File: src/rtl/mau_pkg.sv
// shared types and constants of the modular arithmetic unit
package mau_pkg;

    localparam int unsigned MOD_W = 31;
    localparam int unsigned OPA_W = 32;
    localparam int unsigned KIND_W = 3;
    localparam logic [MOD_W-1:0] MODULUS_RESET = 31'd998244353;

    typedef enum logic [KIND_W-1:0] {
        KIND_REDUCE = 3'd0,
        KIND_ADD    = 3'd1,
        KIND_SUB    = 3'd2,
        KIND_MUL    = 3'd3,
        KIND_DIV    = 3'd4,
        KIND_INV    = 3'd5,
        KIND_NEG    = 3'd6,
        KIND_POW    = 3'd7
    } kind_t;

    typedef enum logic [3:0] {
        ST_IDLE,
        ST_RED_A,
        ST_RED_B,
        ST_PREP,
        ST_EXP_MUL,
        ST_EXP_SQR,
        ST_FINAL_MUL,
        ST_DONE
    } state_t;

endpackage

File: src/rtl/mau_mul.sv
// bit-serial modular multiplier, msb-first double-and-add, one bit a cycle
module mau_mul (
    input  logic                        clk,
    input  logic                        rst_n,
    input  logic                        start,
    input  logic [mau_pkg::MOD_W-1:0]   x,
    input  logic [mau_pkg::MOD_W-1:0]   y,
    input  logic [mau_pkg::MOD_W-1:0]   modulus,
    output logic                        done,
    output logic [mau_pkg::MOD_W-1:0]   prod
);
    logic [mau_pkg::MOD_W-1:0] x_reg, x_next;
    logic [mau_pkg::MOD_W-1:0] y_reg, y_next;
    logic [mau_pkg::MOD_W-1:0] acc_reg, acc_next;
    logic [5:0]                cnt_reg, cnt_next;
    logic                      busy_reg, busy_next;
    logic [mau_pkg::MOD_W+1:0] dbl, sum;

    always_comb
    begin
        x_next    = x_reg;
        y_next    = y_reg;
        acc_next  = acc_reg;
        cnt_next  = cnt_reg;
        busy_next = busy_reg;
        done      = 1'b0;
        // operands are residues below modulus, so one subtract suffices per step
        dbl = {2'b00, acc_reg} + {2'b00, acc_reg};
        if (dbl >= {2'b00, modulus})
            dbl = dbl - {2'b00, modulus};
        sum = dbl;
        if (x_reg[mau_pkg::MOD_W-1])
            sum = dbl + {2'b00, y_reg};
        if (sum >= {2'b00, modulus})
            sum = sum - {2'b00, modulus};
        if (start)
        begin
            x_next    = x;
            y_next    = y;
            acc_next  = '0;
            cnt_next  = 6'(mau_pkg::MOD_W);
            busy_next = 1'b1;
        end
        else if (busy_reg)
        begin
            acc_next = sum[mau_pkg::MOD_W-1:0];
            x_next   = {x_reg[mau_pkg::MOD_W-2:0], 1'b0};
            cnt_next = cnt_reg - 6'd1;
            if (cnt_reg == 6'd1)
            begin
                busy_next = 1'b0;
                done      = 1'b1;
            end
        end
    end

    always_ff @(posedge clk or negedge rst_n)
    begin
        if (!rst_n)
        begin
            busy_reg <= 1'b0;
            cnt_reg  <= '0;
        end
        else
        begin
            busy_reg <= busy_next;
            cnt_reg  <= cnt_next;
        end
    end

    always_ff @(posedge clk)
    begin
        x_reg   <= x_next;
        y_reg   <= y_next;
        acc_reg <= acc_next;
    end

    assign prod = acc_next;
endmodule

File: config.mk
export PLATFORM = sky130hd
export DESIGN_NAME = mau_mul
export DESIGN_NICKNAME = d
export VERILOG_FILES = /design/src/rtl/mau_pkg.sv /design/src/rtl/mau_mul.sv
export SDC_FILE = /design/constraint.sdc
export NUM_CORES = 1
export LEC_CHECK = 0
export ABC_AREA = 1
export BUFFER_PORTS_ARGS = -buffer_cell sky130_fd_sc_hd__clkbuf_2
export CAP_MARGIN = 20
export CORE_ASPECT_RATIO = 1.25
export CORE_MARGIN = 3
export CORE_UTILIZATION = 60
export DETAILED_ROUTE_END_ITERATION = 12
export PLACE_DENSITY = 0.82
export REMOVE_ABC_BUFFERS = 1
export SYNTH_ARGS = -nofsm -noshare
export SYNTH_HDL_FRONTEND = slang
export SYNTH_SLANG_ARGS = --single-unit
File: constraint.sdc
create_clock -name clk -period 11.2 [get_ports clk]
set_clock_uncertainty 0.1 [all_clocks]
set_input_delay 2.24 -clock clk [delete_from_list [all_inputs] [get_ports clk]]
set_output_delay 2.24 -clock clk [all_outputs]
set_load 0.02 [all_outputs]
==> results of run 1 <==
## synthesized netlist by cell type, types with 3 or more instances
cell type,instances
sky130_fd_sc_hd__nor3_1,17
sky130_fd_sc_hd__nand3b_1,5
sky130_fd_sc_hd__dfrtp_1,7
sky130_fd_sc_hd__xnor2_1,36
sky130_fd_sc_hd__nor4_1,4
sky130_fd_sc_hd__edfxtp_1,62
sky130_fd_sc_hd__dfxtp_1,31
sky130_fd_sc_hd__o31ai_1,3
sky130_fd_sc_hd__nor2_1,143
sky130_fd_sc_hd__a21boi_0,5
sky130_fd_sc_hd__buf_4,5
sky130_fd_sc_hd__buf_1,5
sky130_fd_sc_hd__and3_1,3
sky130_fd_sc_hd__fa_1,3
sky130_fd_sc_hd__ha_1,96
sky130_fd_sc_hd__nand3_2,4
sky130_fd_sc_hd__xor2_1,21
sky130_fd_sc_hd__a21o_1,4
sky130_fd_sc_hd__or2_2,3
sky130_fd_sc_hd__a21oi_1,102
sky130_fd_sc_hd__o21ai_1,20
sky130_fd_sc_hd__nor2_2,7
sky130_fd_sc_hd__o21ai_0,64
sky130_fd_sc_hd__nand4_1,17
sky130_fd_sc_hd__nand2_2,6
sky130_fd_sc_hd__inv_1,227
sky130_fd_sc_hd__buf_6,9
sky130_fd_sc_hd__nand2_1,617
sky130_fd_sc_hd__inv_2,6
sky130_fd_sc_hd__nand3_1,152
sky130_fd_sc_hd__a31oi_1,4
sky130_fd_sc_hd__o21bai_1,9
sky130_fd_sc_hd__o21a_1,5
sky130_fd_sc_hd__clkbuf_1,15
sky130_fd_sc_hd__or2_1,3
## area by class of cell
type                       count  area [um^2]  area share, %
timing repair buffer         146          791           6.53
multi-input combinational   1368         7180           59.4
inverter                     234          881           7.28
clock buffer                   9          225           1.86
clock inverter                 7         81.3          0.672
tap                          224          280           2.32
sequential                   100         2660           22.0
## path summary, 6_finish.rpt
check,startpoint,endpoint,slack (ps)
max in group asynchronous,rst_n,cnt_reg[3]$_DFFE_PN0P_,9240
setup / recovery,modulus[6],prod[0],450
setup reg to reg,acc_reg[6]$_DFF_P_,acc_reg[10]$_DFF_P_,4720
min in group asynchronous,rst_n,cnt_reg[0]$_DFFE_PN0P_,1590
hold / removal,acc_reg[26]$_DFF_P_,acc_reg[26]$_DFF_P_,420
hold reg to reg,acc_reg[26]$_DFF_P_,acc_reg[26]$_DFF_P_,420
## stage by stage
step	hold WS [ps]	std cells	util [%]	worst slack [ps]	area, um^2
floorplan	387	1701	-	1460	10600
global placement	391	2069	66.3	244	11700
detailed placement	400	2069	66.3	123	11700
CTS	415	2085	68.1	65.0	12000
global route	429	2088	68.6	14.7	12100
finish	418	2088	68.6	445	12100
## worst max-delay path, delay by kind of cell
kind	cells	cell delay, ps
AOI/OAI and AO/OA	7	1320
adders and majority gates	3	1030
buffers and inverters	9	890
and+or+nand+nor	21	2920
## kinds of logic after synthesis
| group | after synthesis |
|---|---|
| AND/OR/NAND/NOR | 985 |
| buffers and inverters | 269 |
| AO/OA/AOI/OAI | 226 |
| flip-flops | 100 |
| adder cells (fa/ha/maj) | 99 |
| XOR/XNOR | 57 |
## layout by cell type, fill, tap and decap left out, types with 3 or more instances in the layout
cell,instances
sky130_fd_sc_hd__a21boi_0,5
sky130_fd_sc_hd__a21o_1,4
sky130_fd_sc_hd__a21oi_1,99
sky130_fd_sc_hd__a21oi_2,4
sky130_fd_sc_hd__a31oi_1,4
sky130_fd_sc_hd__and3_1,3
sky130_fd_sc_hd__buf_4,18
sky130_fd_sc_hd__clkbuf_16,9
sky130_fd_sc_hd__clkbuf_2,127
sky130_fd_sc_hd__dfrtp_1,7
sky130_fd_sc_hd__dfxtp_1,31
sky130_fd_sc_hd__edfxtp_1,62
sky130_fd_sc_hd__fa_1,3
sky130_fd_sc_hd__ha_1,95
sky130_fd_sc_hd__inv_1,227
sky130_fd_sc_hd__inv_2,5
sky130_fd_sc_hd__nand2_1,616
sky130_fd_sc_hd__nand2_2,7
sky130_fd_sc_hd__nand2_4,3
sky130_fd_sc_hd__nand3_1,151
sky130_fd_sc_hd__nand3_2,5
sky130_fd_sc_hd__nand3b_1,5
sky130_fd_sc_hd__nand4_1,17
sky130_fd_sc_hd__nor2_1,137
sky130_fd_sc_hd__nor2_2,13
sky130_fd_sc_hd__nor3_1,14
sky130_fd_sc_hd__nor3_2,3
sky130_fd_sc_hd__nor4_1,4
sky130_fd_sc_hd__o21a_1,5
sky130_fd_sc_hd__o21ai_0,60
sky130_fd_sc_hd__o21ai_1,21
sky130_fd_sc_hd__o21ai_2,4
sky130_fd_sc_hd__o21bai_1,9
sky130_fd_sc_hd__o31ai_1,3
sky130_fd_sc_hd__or2_1,3
sky130_fd_sc_hd__or2_2,3
sky130_fd_sc_hd__xnor2_1,36
sky130_fd_sc_hd__xor2_1,21
## repair_timing
action,CTS,global route
hold buffers,0,0
endpoints found under the setup margin,0,31
gates resized for setup,0,24
hold endpoints to repair,0,0
buffers inserted,0,2
## routing by layer
layer  routed length (um)  vias to the layer above  part of all wire, %  GRT usage (%)
li1                     -                     5887                    -              -
met1                13500                     5215                   38           41.5
met2                17100                      504                   48           61.8
met3                 2400                      119                  6.8           4.92
met4                 2430                        0                  6.9           20.1
met5                    0                        -                    0              0
==> out/metrics.json, run 1 <==
{
  "placed_design": {
    "input_output_buffers": 127,
    "finalWeightedCongestion": 1.02,
    "detailedPlacementHpwl_um": 29100
  },
  "logic_synthesis": {
    "synth_top_area_share_pct": 21.3,
    "ys_ff_latch": 100,
    "netlist-cell-type-count": 47,
    "sequential_cell_area_fraction_in_the_yosys_report_pct": 24.5,
    "yosysWarningCount": 0,
    "post_synth_xor_area_fraction_pct": 4.60,
    "post_synth_instance_area_um2": 10900,
    "main_combinational_cell_family_by_area_after_synthesis": "simple AND/OR/NAND/NOR gates",
    "synth_area_in_adders_pct": 11.6,
    "synth.largest_area_cell": "sky130_fd_sc_hd__nand2_1",
    "synth_top_cells_by_area": "sky130_fd_sc_hd__nand2_1, sky130_fd_sc_hd__edfxtp_1, sky130_fd_sc_hd__ha_1",
    "synth_cells": 1736,
    "async_reset_ff_share_pct": 7.00,
    "ys.flop_type": "sky130_fd_sc_hd__edfxtp_1",
    "avgSynthCellArea_um2": 6.25,
    "post_synth_and_or_nand_nor_area_fraction_pct": 37.8,
    "synth_compound_gate_area_share_pct": 11.4,
    "yosys-mux-area-fraction_pct": 0,
    "synth_edf_count": 62
  },
  "worst_setup_path": {
    "timing.critical_path.from_type": "input port",
    "critical_path_peak_fanout": 28,
    "critPathMaxStageDelay_ps": 410,
    "crit_required_ps": 8860,
    "arrival_ps": 8410,
    "timing.reg2reg.worst_path_depth": 36,
    "slowest_stage": "sky130_fd_sc_hd__nor2_8",
    "end_kind": "primary output",
    "critical-path-top-cell-by-count": "sky130_fd_sc_hd__nand2_1",
    "criticalPathCategory": "in2out"
  },
  "timing": {
    "period_share_pct": 96.0,
    "worst-slew-pin-transition_ps": 1010,
    "grt_setup_unrepaired": "no",
    "slew-limit-headroom_pct": 32.4,
    "timing_max_transition_violations_final": 0,
    "fin_setup_tns_ps": 0,
    "final-hold-violation-count": 0,
    "setup_viol": 0,
    "clock.fmax_mhz": 93.0,
    "final.min_clock_period_ps": 10750
  },
  "grt": {
    "antenna_found_initial": 0,
    "grt_pass1_wl_um": 55300,
    "grt-ovfl-total": 0,
    "track_usage_pct": 35.3,
    "grt_max_degree": 73,
    "first_global_vias": 11000
  },
  "clock_tree": {
    "cts-root-to-sink-buffers": 2,
    "htree_levels": 3,
    "clk_pin_slew_ps": 80,
    "cts.sink_count": 100,
    "cts_made_buffers": 9,
    "insertion_delay_ps": 370,
    "ctsRootBufferMaster": "sky130_fd_sc_hd__clkbuf_16",
    "cts_tree": "yes"
  },
  "route": {
    "avgViaCountPerCell": 5.62,
    "detail_route.wl_per_cell_um": 17.0,
    "via_count": 11700,
    "first_drt_iteration_drcs": 1155,
    "drt.antenna.violating_nets": 0,
    "drc": 0,
    "wirelength_um": 35500,
    "detail_route.first_pass.iterations": 5
  },
  "status": {
    "outcome": "completed"
  },
  "job": {
    "max_cap_viol_count": 0
  },
  "worst_hold_path": {
    "class_of_the_most_critical_hold_timing_path": "reg2reg",
    "min_path_cells": 2
  },
  "floorplan": {
    "die_area_um2": 19700,
    "start_util_pct": 61.5,
    "number_of_placement_rows": 54,
    "top_level_ports": 128,
    "placeableCoreArea_um2": 17600,
    "die_y_um": 156,
    "chipWidth_um": 126
  },
  "final_layout": {
    "n_antenna_cell": 0,
    "synthToLayoutAreaGrowth_pct": 11.5,
    "drive_gt1_share_pct": 11.5,
    "fillCellCount": 1648,
    "nets": 2054
  }
}
Power of run 1 is left out: the tool's default activity adds up to more than one toggle a clock period on the data nets, which glitch-free logic cannot reach.
==> inputs of run 2 (changes only) <==
==> constraint.sdc (replaced) <==
create_clock -name clk -period 11.2 [get_ports clk]
set_clock_uncertainty 0.1 [all_clocks]
set_input_delay 0.56 -clock clk [delete_from_list [all_inputs] [get_ports clk]]
set_output_delay 0.56 -clock clk [all_outputs]
set_load 0.02 [all_outputs]
==> run 2 against run 1 <==
Register-to-register slack got worse by 1000 ps; global-route usage increased by 0.16 points; worst setup slack improved by 2200 ps; first-iteration DRC count decreased by 7.6%; largest cell class unchanged; worst hold slack got worse by 160 ps; sequential share of layout area increased by 0.35 points; final cell count decreased by 0.67%; non-clock buffer count decreased by 13; clock-buffer cell count unchanged; wire length decreased by 0.60%.
==> out/metrics.json, run 2 (synthesized netlist as in run 1, its figures left out) <==
{
  "placed_design": {
    "numPlacedInstances": 2057,
    "input_output_buffers": 127,
    "detailedPlacementHpwl_um": 28900,
    "finalWeightedCongestion": 1.00
  },
  "route": {
    "drc": 0,
    "detail_route.wl_per_cell_um": 17.0,
    "avgViaCountPerCell": 5.68,
    "detail_route.first_pass.iterations": 6,
    "wirelength_um": 35300,
    "drt.antenna.violating_nets": 0,
    "via_count": 11800,
    "first_drt_iteration_drcs": 1067
  },
  "floorplan": {
    "start_util_pct": 61.5,
    "die_area_um2": 19700,
    "die_y_um": 156,
    "chipWidth_um": 126,
    "top_level_ports": 128,
    "placeableCoreArea_um2": 17600,
    "number_of_placement_rows": 54
  },
  "timing": {
    "worst-slew-pin-transition_ps": 995,
    "period_share_pct": 76.3,
    "slew-limit-headroom_pct": 33.6,
    "final.min_clock_period_ps": 8550,
    "timing_max_transition_violations_final": 0,
    "clock.fmax_mhz": 117,
    "final-hold-violation-count": 0,
    "grt_setup_unrepaired": "no",
    "fin_setup_tns_ps": 0,
    "setup_viol": 0
  },
  "final_layout": {
    "n_antenna_cell": 0,
    "regArea_um2": 2660,
    "final_common_cell": "sky130_fd_sc_hd__nand2_1",
    "final_cell_mix": "sky130_fd_sc_hd__nand2_1, sky130_fd_sc_hd__inv_1, sky130_fd_sc_hd__nand3_1",
    "multiInputGateArea_um2": 7100,
    "drive_gt1_share_pct": 9.89,
    "final_cells": 2074,
    "fillCellCount": 1681,
    "synthToLayoutAreaGrowth_pct": 9.75,
    "final_core_util_pct": 67.5,
    "nets": 2040
  },
  "worst_setup_path": {
    "reg_to_reg_setup_timing_slack_ps": 3700,
    "criticalPathCategory": "reg2out",
    "ff_to_ff_start": "acc_reg[6]$_DFF_P_",
    "crit_required_ps": 10540,
    "slowest_stage": "sky130_fd_sc_hd__o21ai_0",
    "worstSetupPathDepth": 36,
    "end_kind": "primary output",
    "critical_path_peak_fanout": 41,
    "timing.critical_path.from_type": "flop",
    "arrival_ps": 7890,
    "critical-path-top-cell-by-count": "sky130_fd_sc_hd__nand2_1",
    "timing.critical_path.max_delay_family": "simple AND/OR/NAND/NOR gates",
    "worstReg2RegEnd": "acc_reg[17]$_DFF_P_",
    "critical_path_buf_inv_count": 5,
    "critPathMaxStageDelay_ps": 500,
    "timing.reg2reg.worst_path_depth": 35
  },
  "clock_tree": {
    "cts_made_buffers": 9,
    "cts.sink_count": 100,
    "ctsRootBufferMaster": "sky130_fd_sc_hd__clkbuf_16",
    "cts-root-to-sink-buffers": 2,
    "insertion_delay_ps": 370,
    "htree_levels": 3,
    "clk_pin_slew_ps": 80,
    "cts_tree": "yes"
  },
  "worst_hold_path": {
    "whs_endpoint": "y_reg[23]$_DFFE_PP_",
    "class_of_the_most_critical_hold_timing_path": "in2reg",
    "min_path_cells": 1,
    "hold_path.startpoint": "y[23]"
  },
  "grt": {
    "track_usage_pct": 35.5,
    "grt_pass1_wl_um": 55700,
    "grt-ovfl-total": 0,
    "grt_max_degree": 68,
    "antenna_found_initial": 0,
    "first_global_vias": 11200
  },
  "status": {
    "outcome": "completed"
  },
  "job": {
    "max_cap_viol_count": 0
  }
}
[run 2: changes by cell type in the layout (fill, tap and decap cells not counted), moves of 2 or more]
cell                      previous run  this run
sky130_fd_sc_hd__a21oi_1            99       102
sky130_fd_sc_hd__a21oi_2             4         2
sky130_fd_sc_hd__buf_4              18         5
sky130_fd_sc_hd__nor2_1            137       141
sky130_fd_sc_hd__nor2_2             13         9
sky130_fd_sc_hd__nor3_1             14        17
sky130_fd_sc_hd__nor3_2              3         0
sky130_fd_sc_hd__o21ai_0            60        64
sky130_fd_sc_hd__o21ai_2             4         1
[run 2: metrics by stage]
stage	setup WS, ps	cell area [um^2]	hold WS (ps)
2_1_floorplan	4820	10600	164
3_3_place_gp	3150	11600	300
3_5_place_dp	2960	11600	303
4_1_cts	2880	11900	258
5_1_grt	2140	11900	256
6_report	2650	11900	259
[run 2: worst reg2reg max path: cells and delay by family (launching register included)]
family | cells | cell delay, ps
flip-flops | 1 | 380
buffers and inverters | 4 | 610
AND/OR/NAND/NOR | 19 | 3250
XOR/XNOR | 1 | 200
adder cells (fa/ha/maj) | 4 | 1280
AO/OA/AOI/OAI | 7 | 1570
[run 2: how the worst max path moves through the flow]
| stage | from | to | slack [ps] |
|---|---|---|---|
| 2_1_floorplan | modulus[15] | prod[17] | 4820 |
| 3_3_place_gp | modulus[6] | prod[17] | 3150 |
| 3_5_place_dp | modulus[6] | prod[17] | 2960 |
| 4_1_cts | acc_reg[6]$_DFF_P_ | prod[17] | 2880 |
| 5_1_grt | acc_reg[6]$_DFF_P_ | prod[17] | 2140 |
| 6_report | acc_reg[6]$_DFF_P_ | prod[17] | 2650 |
[run 2: layer usage]
metal | share of wire, % | track usage, %
met5 | 0 | 0
met1 | 38 | 42.0
met2 | 49 | 61.9
met3 | 6.5 | 4.95
met4 | 6.4 | 19.9
[run 2: what timing repair did]
action	4_1_cts	5_1_grt
gates resized for setup	0	0
buffers inserted	0	0
hold endpoints to repair	7	0
hold buffers	1	0
[run 2: final cells by class]
cell class                 instances  area share [%]
multi-input combinational       1367            59.6
sequential                       100            22.3
inverter                         234            7.37
timing repair buffer             133            5.74
tap                              224            2.35
clock buffer                       9            1.89
clock inverter                     7           0.704
Power of run 2 is left out for the same reason.
