===== src/rtl/mau_pkg.sv =====
// shared types and constants of the modular arithmetic unit
package mau_pkg;

    localparam int unsigned MOD_W = 31;
    localparam int unsigned OPA_W = 32;
    localparam int unsigned KIND_W = 3;
    localparam logic [MOD_W-1:0] MODULUS_RESET = 31'd998244353;

    typedef enum logic [KIND_W-1:0] {
        KIND_REDUCE = 3'd0,
        KIND_ADD    = 3'd1,
        KIND_SUB    = 3'd2,
        KIND_MUL    = 3'd3,
        KIND_DIV    = 3'd4,
        KIND_INV    = 3'd5,
        KIND_NEG    = 3'd6,
        KIND_POW    = 3'd7
    } kind_t;

    typedef enum logic [3:0] {
        ST_IDLE,
        ST_RED_A,
        ST_RED_B,
        ST_PREP,
        ST_EXP_MUL,
        ST_EXP_SQR,
        ST_FINAL_MUL,
        ST_DONE
    } state_t;

endpackage


===== src/rtl/mau_rem.sv =====
// bit-serial remainder of a 32-bit magnitude by the modulus, one bit a cycle
module mau_rem (
    input  logic                        clk,
    input  logic                        rst_n,
    input  logic                        start,
    input  logic [mau_pkg::OPA_W-1:0]   value,
    input  logic [mau_pkg::MOD_W-1:0]   modulus,
    output logic                        done,
    output logic [mau_pkg::MOD_W-1:0]   rem
);
    logic [mau_pkg::OPA_W-1:0] shift_reg, shift_next;
    logic [mau_pkg::MOD_W-1:0] rem_reg, rem_next;
    logic [5:0]                cnt_reg, cnt_next;
    logic                      busy_reg, busy_next;
    logic [mau_pkg::MOD_W:0]   trial;

    always_comb
    begin
        shift_next = shift_reg;
        rem_next   = rem_reg;
        cnt_next   = cnt_reg;
        busy_next  = busy_reg;
        trial      = {rem_reg, shift_reg[mau_pkg::OPA_W-1]};
        done       = 1'b0;
        if (start)
        begin
            shift_next = value;
            rem_next   = '0;
            cnt_next   = 6'(mau_pkg::OPA_W);
            busy_next  = 1'b1;
        end
        else if (busy_reg)
        begin
            if (trial >= {1'b0, modulus})
                trial = trial - {1'b0, modulus};
            rem_next   = trial[mau_pkg::MOD_W-1:0];
            shift_next = {shift_reg[mau_pkg::OPA_W-2:0], 1'b0};
            cnt_next   = cnt_reg - 6'd1;
            if (cnt_reg == 6'd1)
            begin
                busy_next = 1'b0;
                done      = 1'b1;
            end
        end
    end

    always_ff @(posedge clk or negedge rst_n)
    begin
        if (!rst_n)
        begin
            busy_reg <= 1'b0;
            cnt_reg  <= '0;
        end
        else
        begin
            busy_reg <= busy_next;
            cnt_reg  <= cnt_next;
        end
    end

    always_ff @(posedge clk)
    begin
        shift_reg <= shift_next;
        rem_reg   <= rem_next;
    end

    assign rem = rem_next;
endmodule


===== config.mk =====
export PLATFORM = sky130hd
export DESIGN_NAME = mau_rem
export DESIGN_NICKNAME = d
export VERILOG_FILES = /design/src/rtl/mau_pkg.sv /design/src/rtl/mau_rem.sv
export SDC_FILE = /design/constraint.sdc
export NUM_CORES = 1
export LEC_CHECK = 0
export BUFFER_PORTS_ARGS = -buffer_cell sky130_fd_sc_hd__buf_2
export CAP_MARGIN = 30
export CORE_MARGIN = 8
export CORE_UTILIZATION = 54
export CTS_CLUSTER_SIZE = 12
export DETAILED_ROUTE_END_ITERATION = 10
export PLACE_DENSITY = 0.78
export SYNTH_ARGS = -nofsm -noshare
export SYNTH_HDL_FRONTEND = slang
export SYNTH_SLANG_ARGS = --single-unit

===== constraint.sdc =====
create_clock -name clk -period 7.65 [get_ports clk]
set_input_delay 1.1475 -clock clk [delete_from_list [all_inputs] [get_ports clk]]
set_output_delay 1.1475 -clock clk [all_outputs]
set_load 0.01 [all_outputs]

==> results.txt, run 1 <==
----------------------------------------------------
[Hold path]
  Type of the tightest min-delay check ... reg2reg
  Count of cells along the worst hold path ... 2

[Global routing]
  Number of antenna violations at the first check in global routing ... 0
  Maximum number of pins on one net before global-route repair ... 71
  Global-route wire length before repair ... 21,290 µm
  All-layer global routing usage ... around 20%
  Congestion Overflow GR ... 0
  Via count of the first global-routing pass ... approximately 4,500

[Floorplanning]
  Core Rows ... 35
  Die outline height ... 113.0 µm
  Initial Util ... 55.20%
  Num ports ... 98
  Die X ... 113.0 µm
  Std-Cell Core Area ... 0.009196 mm²
  Total die area ... 0.01276 mm²

[Synthesis]
  Area contributors post-synth ... sky130_fd_sc_hd__edfxtp_1 19%, sky130_fd_sc_hd__dfxtp_1 12%, sky130_fd_sc_hd__ha_1 8.1%, sky130_fd_sc_hd__mux2_2 7.1%, sky130_fd_sc_hd__nor2_1 4.4%
  Synthesized instance count ... 559
  Net count of the mapped netlist ... roughly 660
  Commonest register cell after synthesis ... sky130_fd_sc_hd__edfxtp_1
  Count of yosys warnings during synthesis ... 0
  Summed instance area of the synthesized netlist ... 0.005076 mm²
  Fraction of synthesized cell area taken by the top area cell type ... a little under a fifth
  Per-instance average area after synthesis ... 9.081 µm²
  Library cell occupying the most area in the post-synthesis netlist ... sky130_fd_sc_hd__edfxtp_1
  Number of distinct library cells after synthesis ... 67
  Share of the yosys chip area belonging to registers ... around 35%
  Number of synthesized flops with an enable pin ... 32
  Total of flip-flops plus latches after synthesis ... 70
  Share of flip-flops with an asynchronous set or reset ... between 10% and 20%

[Drt]
  Number of detailed-route iterations in the first pass ... 5
  Antenna-violating nets left ... 0
  Number of DRC violations after detailed routing ... 0
  Starting DRT DRC Count ... 201
  Routed wire length ... 12,600 µm
  Vias per std cell ... 5.860
  Total number of vias ... 4,442
  Post-DR wirelength/cell ... 16.62 µm

[Worst setup path]
  Type of the worst setup path ... in2out
  Worst r2r path cells ... 13
  Highest fanout seen on the critical path ... 23
  Type of origin of the critical path ... primary input
  CP endpoint kind ... primary output
  Worst Path Required ... 6.50 ns
  Worst Path Arrival ... 4.20 ns

[Placed design]
  GPL Wtd Cong ... 0.9187
  Number of port buffers ... 97
  Setup Slack @ Placement ... approximately 2.0 ns
  Detailed placement HPWL ... ~9500 µm

[Run status]
  Run status ... finished, final reports clean

[Power and ir drop]
  Reported leakage power ... ~2.8 nW
  Maximum vdd drop ... around 150 µV
  Power density of the placed cells ... 208.8 mW/mm²

[Timing]
  PnR worst setup slack ... 2.299 ns
  Number of max-slew violations in the final report ... 0
  Clock skew ... 0.01347 ns
  Worst slew margin relative to its limit ... 48.85%
  Slew at the pin closest to its max-slew limit ... 0.7672 ns
  Total setup violations reported at the end of the flow ... 0
  Highest Clock Rate ... 186.9 MHz
  RSZ-0062 raised after global routing ... false
  Aggregate negative setup slack ... 0 ns
  Final hold viol count ... 0
  Final Cycle Share ... 69.95%
  Final critical-path required period ... 5.351 ns

[Layout]
  Number of filler instances in the final layout ... 781
  Most common library cell in the layout ignoring fill and taps ... sky130_fd_sc_hd__buf_2
  Fraction of final layout cells sized beyond drive strength 1 ... around a quarter
  Signed area change from the synthesized netlist to the final layout ... 14.67%
  Number of flip-flops under the largest register name ... 32
  Commonest non-fill, non-tap cells in the layout ... 97 x sky130_fd_sc_hd__buf_2, 59 x sky130_fd_sc_hd__nor2_1, 44 x sky130_fd_sc_hd__inv_1
  Final net count ... 742
  Antenna Diode Count ... 0

[Clock tree]
  Post-CTS clock slew at the launch and capture registers of the worst setup and hold paths ... 0.07 ns
  Post-CTS repair timing setup buffer count ... 0
  Number of clock sinks seen by CTS ... 70
  Number of buffers inserted during clock tree synthesis ... 9
  TritonCTS clock tree ... yes
  Max clock buf depth ... 2
  CTS hold repair buffers ... 0
  Total of cells resized after clock tree synthesis ... 0
  Clk root buf ... sky130_fd_sc_hd__clkbuf_8
  Deepest level of the CTS H-tree ... 3
  Clock latency of the later-clocked register in the worst-skew pair ... 0.36 ns

[Flow run]
  Number of max-capacitance violations reported ... 0

----------------------------------------------------
-- critical path: stages --
cell and delay (ns):
sky130_fd_sc_hd__buf_2 0.10, sky130_fd_sc_hd__ha_1 0.21, sky130_fd_sc_hd__fa_1 0.40, sky130_fd_sc_hd__and2b_1 0.27, sky130_fd_sc_hd__o2111ai_2 0.16, sky130_fd_sc_hd__nand4_1 0.15, sky130_fd_sc_hd__a31oi_1 0.10, sky130_fd_sc_hd__o211a_1 0.41
sky130_fd_sc_hd__buf_16 0.24, sky130_fd_sc_hd__buf_4 0.22, sky130_fd_sc_hd__nor4_1 0.41, sky130_fd_sc_hd__a311oi_1 0.19, sky130_fd_sc_hd__buf_2 0.20
-- per-layer routing --
| layer | vias to the layer above | part of all wire, % | global-route usage (%) |
|---|---|---|---|
| met2 | 142 | 48 | 33.40 |
| met3 | 19 | 7.7 | 6.443 |
| met4 | 0 | 1.4 | 6.217 |
| met1 | 2078 | 43 | 23.91 |
| li1 | 2203 | - | - |
| met5 | - | 0 | 0 |
-- power breakdown --
| part | internal [mW] | switching [mW] |
|---|---|---|
| Combinational | 0.186 | 0.238 |
| Clock | 0.150 | 0.153 |
| Sequential | 0.453 | 0.0346 |
| Total | 0.790 | 0.426 |
-- through the flow --
| stage | hold slack, ns | utilization (%) | area, µm² | instances | power [mW] |
|---|---|---|---|---|---|
| 2_1_floorplan | 0.5109 | - | 5076 | 559 | 0.8054 |
| 4_1_cts | 0.5231 | 62.99 | 5793 | 757 | 1.218 |
| 6_report | 0.5203 | 63.29 | 5821 | 758 | 1.215 |
| 3_3_place_gp | 0.5058 | 60.61 | 5574 | 740 | 0.8983 |
| 3_5_place_dp | 0.5111 | 60.91 | 5602 | 741 | 0.9127 |
| 5_1_grt | 0.5426 | 63.29 | 5821 | 758 | 1.291 |
-- final timing paths --
kind | startpoint | endpoint | slack (ns)
worst max-delay path | modulus[0] | rem[29] | 2.30
min in group asynchronous | rst_n | cnt_reg[2] | 0.61
worst min-delay path | rem_reg[13] | rem_reg[13] | 0.52
max in group asynchronous | rst_n | busy_reg | 6.87
worst max register to register | shift_reg[31] | rem_reg[27] | 4.34
worst min register to register | rem_reg[13] | rem_reg[13] | 0.52
-- synthesized netlist by cell type, drive strengths merged (4+ instances only) --
cell type  count
nor2          59
inv           44
a21oi         39
mux2          34
ha            33
edfxtp        32
dfxtp         31
nand2         29
o21ai         24
a211oi        21
buf           21
a21o          20
xor2          15
xnor2         12
mux2i         11
nor3          11
a31oi         10
clkbuf         9
nand4          9
dfrtp          7
o21a           7
nand2b         6
nand3          6
and3           5
nor3b          5
o211a          5
o31ai          5
and2           4
nand3b         4
nor2b          4
nor4           4
o211ai         4
-- kinds of logic after synthesis --
| logic type | Yosys count | synth area share, % |
|---|---|---|
| buf+inv | 74 | 6.211 |
| mux | 45 | 9.712 |
| flops | 70 | 34.61 |
| simple gates | 157 | 15.68 |
| fa+ha+maj | 34 | 8.529 |
| compound gates | 152 | 20.61 |
| xor+xnor | 27 | 4.659 |
-- area by class of cell --
cell class	count	area (µm²)	share of cell area, %
Clock buffer	10	127.6	2.193
Clock inverter	6	63.81	1.096
Inverter	44	165.2	2.837
Multi-Input combinational cell	415	3004	51.61
Sequential cell	70	1758	30.20
Tap cell	111	138.9	2.386
Timing Repair Buffer	102	563.0	9.673
No activity file was read; power rests on OpenSTA's default activity.
==> run 2: changes to the inputs <==
--- a/config.mk
+++ b/config.mk
@@ -8,10 +8,10 @@
 export BUFFER_PORTS_ARGS = -buffer_cell sky130_fd_sc_hd__buf_2
 export CAP_MARGIN = 30
 export CORE_MARGIN = 8
-export CORE_UTILIZATION = 54
+export CORE_UTILIZATION = 51
 export CTS_CLUSTER_SIZE = 12
 export DETAILED_ROUTE_END_ITERATION = 10
-export PLACE_DENSITY = 0.78
+export PLACE_DENSITY = 0.77
 export SYNTH_ARGS = -nofsm -noshare
 export SYNTH_HDL_FRONTEND = slang
 export SYNTH_SLANG_ARGS = --single-unit
==> constraint.sdc (replaced) <==
create_clock -name clk -period 4.4 [get_ports clk]
set_input_delay 0.66 -clock clk [delete_from_list [all_inputs] [get_ports clk]]
set_output_delay 0.66 -clock clk [all_outputs]
set_load 0.01 [all_outputs]
==> run 2 against run 1 <==
Worst hold slack got worse by 0.42 ns; routed wire length increased by 1.2%; via count shrank 0.50%; cell count up 3.2%; critical path depth is the same; first-iteration DRC count rose by 14%; critical endpoint is now rem[8].
==> results.txt, run 2 (same netlist as run 1, synthesis figures left out) <==
----------------------------------------------------
[Hold path]
  Type of the tightest min-delay check ... in2async

[Clock tree]
  Number of clock sinks seen by CTS ... 70
  Post-CTS clock slew at the launch and capture registers of the worst setup and hold paths ... 0.09 ns
  Clk root buf ... sky130_fd_sc_hd__clkbuf_8
  CTS hold repair buffers ... 0
  Deepest level of the CTS H-tree ... 3
  Max clock buf depth ... 2
  Number of buffers inserted during clock tree synthesis ... 9
  Total of cells resized after clock tree synthesis ... 0
  Clock latency of the later-clocked register in the worst-skew pair ... 0.37 ns
  Post-CTS repair timing setup buffer count ... 0
  TritonCTS clock tree ... yes

[Timing]
  RSZ-0062 raised after global routing ... false
  Final critical-path required period ... about 4.1 ns
  PnR worst setup slack ... 0.2699 ns
  Clock skew ... around 0.019 ns
  Aggregate negative setup slack ... 0 ns
  Slew at the pin closest to its max-slew limit ... 0.7044 ns
  Total setup violations reported at the end of the flow ... 0
  Number of max-slew violations in the final report ... 0
  Worst slack on hold paths ... 0.1050 ns
  Final hold viol count ... 0
  Highest Clock Rate ... between 200 and 250 MHz
  Final Cycle Share ... 93.87%
  Worst slew margin relative to its limit ... around 53%

[Drt]
  Vias per std cell ... 5.652
  Starting DRT DRC Count ... 230
  Post-DR wirelength/cell ... between 15 and 20 µm
  Number of DRC violations after detailed routing ... 0
  Routed wire length ... 12,750 µm
  Antenna-violating nets left ... 0
  Number of detailed-route iterations in the first pass ... 4
  Total number of vias ... 4,420

[Placed design]
  Detailed placement HPWL ... 9699 µm
  GPL Wtd Cong ... 0.9466
  Number of port buffers ... 97
  Number of placed instances with taps included ... 766
  Setup Slack @ Placement ... 0.2130 ns

[Floorplanning]
  Total die area ... 0.01340 mm²
  Num ports ... roughly 100
  Std-Cell Core Area ... ~0.01 mm²
  Initial Util ... 52.17%
  Core Rows ... 36
  Die outline height ... 115.8 µm
  Die X ... 115.8 µm

[Global routing]
  All-layer global routing usage ... 19.75%
  Maximum number of pins on one net before global-route repair ... 45
  Number of antenna violations at the first check in global routing ... 0
  Congestion Overflow GR ... 0
  Global-route wire length before repair ... 21,330 µm
  Via count of the first global-routing pass ... 4,537

[Worst setup path]
  Slowest stage cell on the critical path ... sky130_fd_sc_hd__edfxtp_1
  Cell breakdown of the critical path ... inv_1, ha_1, fa_1, and2b_1, o2111ai_2, nand4_1, a31oi_1, o211a_4, buf_12, mux2_1, mux2i_1, nor2_1, buf_2
  Highest fanout seen on the critical path ... 35
  CP endpoint kind ... primary output
  Worst Path Arrival ... 3.47 ns
  Worst Path Required ... 3.74 ns
  Type of the worst setup path ... reg2out
  Crit-path max cell delay ... around 0.42 ns
  Source of the worst register-to-register timing path ... shift_reg[31]
  Worst setup path start ... shift_reg[31]
  Type of origin of the critical path ... flop

[Power and ir drop]
  Power density of the placed cells ... about 370 mW/mm²
  Maximum vdd drop ... 243.6 µV
  Reported leakage power ... 2.858 nW

[Layout]
  Commonest non-fill, non-tap cells in the layout ... 97 x sky130_fd_sc_hd__buf_2, 59 x sky130_fd_sc_hd__nor2_1, 44 x sky130_fd_sc_hd__inv_1
  Antenna Diode Count ... 0
  Signed area change from the synthesized netlist to the final layout ... 15.85%
  Post-route non-filler standard cell count ... 782
  Fraction of final layout cells sized beyond drive strength 1 ... 25.89%
  Fin util ... 60.44%
  Final net count ... 744
  Number of filler instances in the final layout ... between 800 and 900
  Most common library cell in the layout ignoring fill and taps ... sky130_fd_sc_hd__buf_2
  Number of flip-flops under the largest register name ... 32

[Run status]
  Run status ... finished, final reports clean

[Flow run]
  Number of max-capacitance violations reported ... 0

----------------------------------------------------
[run 2: cell types whose count changed in the layout (fill, tap and decap cells not counted), sizes merged]
cell / change
inv: +3
buf: +2
clkinv: -2
clkbuf: -1
bufinv: +1
clkinvlp: -1
[run 2: cell type report]
type                    count  area [µm²]  share of cell area [%]
multi-input cells         415        3012                   51.21
flip-flops and latches     70        1758                   29.89
well taps                 133       166.4                   2.830
repair buffers            104       550.5                   9.362
inverters                  44       165.2                   2.809
clock buffers               9       123.9                   2.106
clock inverters             7       105.1                   1.787
[run 2: layer usage]
layer | share of wire (%) | GRT usage [%] | vias up
met5 | 0 | 0 | -
met3 | 8.3 | 6.618 | 25
met4 | 2.0 | 7.260 | 0
met1 | 43 | 23.74 | 2038
met2 | 47 | 32.10 | 151
li1 | - | - | 2206
[run 2: per-stage QoR]
stage | area, µm² | power (mW)
after floorplan | 5076 | 1.400
after global placement | 5644 | 1.572
after detailed placement | 5644 | 1.594
after CTS | 5873 | 2.220
after global routing | 5881 | 2.340
final | 5881 | 2.203
[run 2: path summary, 6_finish.rpt]
path,end,slack (ns),cells after the start
max,rem[8],0.27,13
min,cnt_reg[2],0.10,1
max reg2reg,rem_reg[8],1.34,12
min reg2reg,rem_reg[5],0.52,2
max in group asynchronous,busy_reg,4.11,1
min in group clk,rem_reg[5],0.52,2
[run 2: report_power, final]
part / switching [mW] / internal (mW)
logic: 0.404 / 0.324
registers: 0.0701 / 0.788
clock network: 0.288 / 0.328
[run 2: worst max-delay path, delay by kind of cell, from the launching register on]
| kind | cells | cell delay, ns |
|---|---|---|
| buffers and inverters | 3 | 0.49 |
| muxes | 2 | 0.49 |
| AOI/OAI and AO/OA | 3 | 0.87 |
| DFF | 1 | 0.42 |
| adders and majority gates | 2 | 0.38 |
| and+or+nand+nor | 3 | 0.43 |
==> run 3: changes to the inputs <==
--- a/config.mk
+++ b/config.mk
@@ -7,6 +7,7 @@
 export LEC_CHECK = 0
 export BUFFER_PORTS_ARGS = -buffer_cell sky130_fd_sc_hd__buf_2
 export CAP_MARGIN = 30
+export CORE_ASPECT_RATIO = 1.25
 export CORE_MARGIN = 8
 export CORE_UTILIZATION = 51
 export CTS_CLUSTER_SIZE = 12
==> run 3 against run 2 <==
Routed wire length up 1.7%; first-iteration DRC count down 4.8%; design area up 1.0%; clock-buffer cell count up 1; die area up 0.15%; highest routed layer unchanged.
==> results.txt, run 3 (same netlist as run 1, synthesis figures left out) <==
----------------------------------------------------
[Clock tree]
  Clk root buf ... sky130_fd_sc_hd__clkbuf_16
  Post-CTS repair timing setup buffer count ... 0
  CTS hold repair buffers ... 0
  TritonCTS clock tree ... yes
  Number of clock sinks seen by CTS ... 70
  Deepest level of the CTS H-tree ... 3
  Post-CTS clock slew at the launch and capture registers of the worst setup and hold paths ... around 0.06 ns
  Number of buffers inserted during clock tree synthesis ... 9
  Max clock buf depth ... 2
  Total of cells resized after clock tree synthesis ... 0
  Clock latency of the later-clocked register in the worst-skew pair ... 0.34 ns

[Timing]
  Aggregate negative setup slack ... 0 ns
  Final Cycle Share ... 92.41%
  Slew at the pin closest to its max-slew limit ... 0.6887 ns
  Final critical-path required period ... 4.066 ns
  Total setup violations reported at the end of the flow ... 0
  RSZ-0062 raised after global routing ... false
  Worst slack on hold paths ... about 0.15 ns
  Final hold viol count ... 0
  Number of max-slew violations in the final report ... 0
  Highest Clock Rate ... 246.0 MHz
  Clock skew ... 0.006166 ns
  Worst slew margin relative to its limit ... between 50% and 60%

[Global routing]
  Maximum number of pins on one net before global-route repair ... 45
  All-layer global routing usage ... 18.95%
  Congestion Overflow GR ... 0
  Number of antenna violations at the first check in global routing ... 0
  Global-route wire length before repair ... between 20,000 and 25,000 µm
  Via count of the first global-routing pass ... 4,655

[Worst setup path]
  Worst Path Arrival ... 3.41 ns
  Crit-path max cell delay ... 0.40 ns
  Cell breakdown of the critical path ... buf_2, ha_1, fa_1, and2b_1, o2111ai_2, nand4_1, a31oi_1, o211a_1, buf_4, nor4_1, a311oi_1, buf_2
  Most frequent CP cell ... sky130_fd_sc_hd__buf_2
  Worst r2r path cells ... 11
  Worst Path Required ... 3.74 ns
  Slowest stage cell on the critical path ... sky130_fd_sc_hd__nor4_1
  Highest fanout seen on the critical path ... 10
  Type of the worst setup path ... in2out
  Type of origin of the critical path ... primary input
  CP endpoint kind ... primary output

[Drt]
  Number of detailed-route iterations in the first pass ... 4
  Starting DRT DRC Count ... 219
  Routed wire length ... 12,970 µm
  Number of DRC violations after detailed routing ... 0
  Vias per std cell ... 5.786
  Antenna-violating nets left ... 0
  Total number of vias ... 4,478
  Post-DR wirelength/cell ... 16.76 µm

[Floorplanning]
  Core Rows ... 40
  Std-Cell Core Area ... 0.009659 mm²
  Initial Util ... 52.55%
  Total die area ... ~0.013 mm²
  Die outline height ... ~130 µm
  Num ports ... slightly below 100
  Die X ... 105.2 µm

[Placed design]
  Number of port buffers ... a little under 100
  GPL Wtd Cong ... roughly 0.94
  Detailed placement HPWL ... about 9600 µm
  Post-Place Cell Area ... 0.005628 mm²

[Power and ir drop]
  Reported leakage power ... 2.893 nW
  Power density of the placed cells ... ~400 mW/mm²
  Maximum vdd drop ... ~250 µV

[Layout]
  Number of filler instances in the final layout ... about 840
  Most common library cell in the layout ignoring fill and taps ... sky130_fd_sc_hd__buf_2
  Signed area change from the synthesized netlist to the final layout ... 17.06%
  Fraction of final layout cells sized beyond drive strength 1 ... about 25%
  Number of flip-flops under the largest register name ... 32
  Final net count ... 743
  Commonest non-fill, non-tap cells in the layout ... 97 x sky130_fd_sc_hd__buf_2, 59 x sky130_fd_sc_hd__nor2_1, 44 x sky130_fd_sc_hd__inv_1
  Design Area, Final ... 0.005942 mm²
  Antenna Diode Count ... 0

[Hold path]
  Type of the tightest min-delay check ... in2async

[Flow run]
  Number of max-capacitance violations reported ... 0

[Run status]
  Run status ... finished, final reports clean

----------------------------------------------------
run 3: final cells by class:
class | count | area [µm²] | share of cell area, %
inverters | 44 | 165.2 | 2.780
clock buffers | 10 | 229.0 | 3.853
flip-flops and latches | 70 | 1758 | 29.59
multi-input cells | 415 | 3004 | 50.56
well taps | 126 | 157.7 | 2.653
clock inverters | 6 | 85.08 | 1.432
repair buffers | 103 | 543.0 | 9.139
run 3: critical path, delay by kind of cell:
family / cells / cell delay (ns)
AO/OA/AOI/OAI: 4 / 0.78
AND/OR/NAND/NOR: 3 / 0.81
buffers and inverters: 3 / 0.53
adder cells (fa/ha/maj): 2 / 0.61
run 3: final timing paths:
check | from | end | slack, ns
max in group asynchronous | rst_n | busy_reg | 4.08
hold / removal | rst_n | cnt_reg[2] | 0.15
hold reg to reg | rem_reg[9] | rem_reg[9] | 0.52
min in group clk | rem_reg[9] | rem_reg[9] | 0.52
setup / recovery | modulus[0] | rem[29] | 0.33
setup reg to reg | shift_reg[31] | rem_reg[29] | 1.40
run 3: layer usage:
layer / global-route usage [%] / vias up / wire length (µm)
li1: - / 2202 / -
met1: 19.82 / 2103 / 5183
met2: 32.76 / 134 / 6429
met3: 6.087 / 39 / 932
met4: 10.77 / 0 / 424
met5: 0 / - / 0
run 3: power by group:
part,leakage (nW),internal [mW],total [mW],switching [mW]
Clock,0.152,0.496,0.782,0.287
Sequential,0.674,0.789,0.860,0.0706
Combinational,2.07,0.322,0.729,0.408
run 3: metrics by stage:
step / total power, mW / setup WS (ns) / utilization, % / cells
2_1_floorplan: 1.400 / 0.8579 / - / 559
3_3_place_gp: 1.567 / 0.4213 / 58.26 / 758
3_5_place_dp: 1.590 / 0.3903 / 58.26 / 758
4_1_cts: 2.384 / 0.3157 / 61.52 / 774
5_1_grt: 2.493 / 0.1867 / 61.52 / 774
6_report: 2.372 / 0.3341 / 61.52 / 774
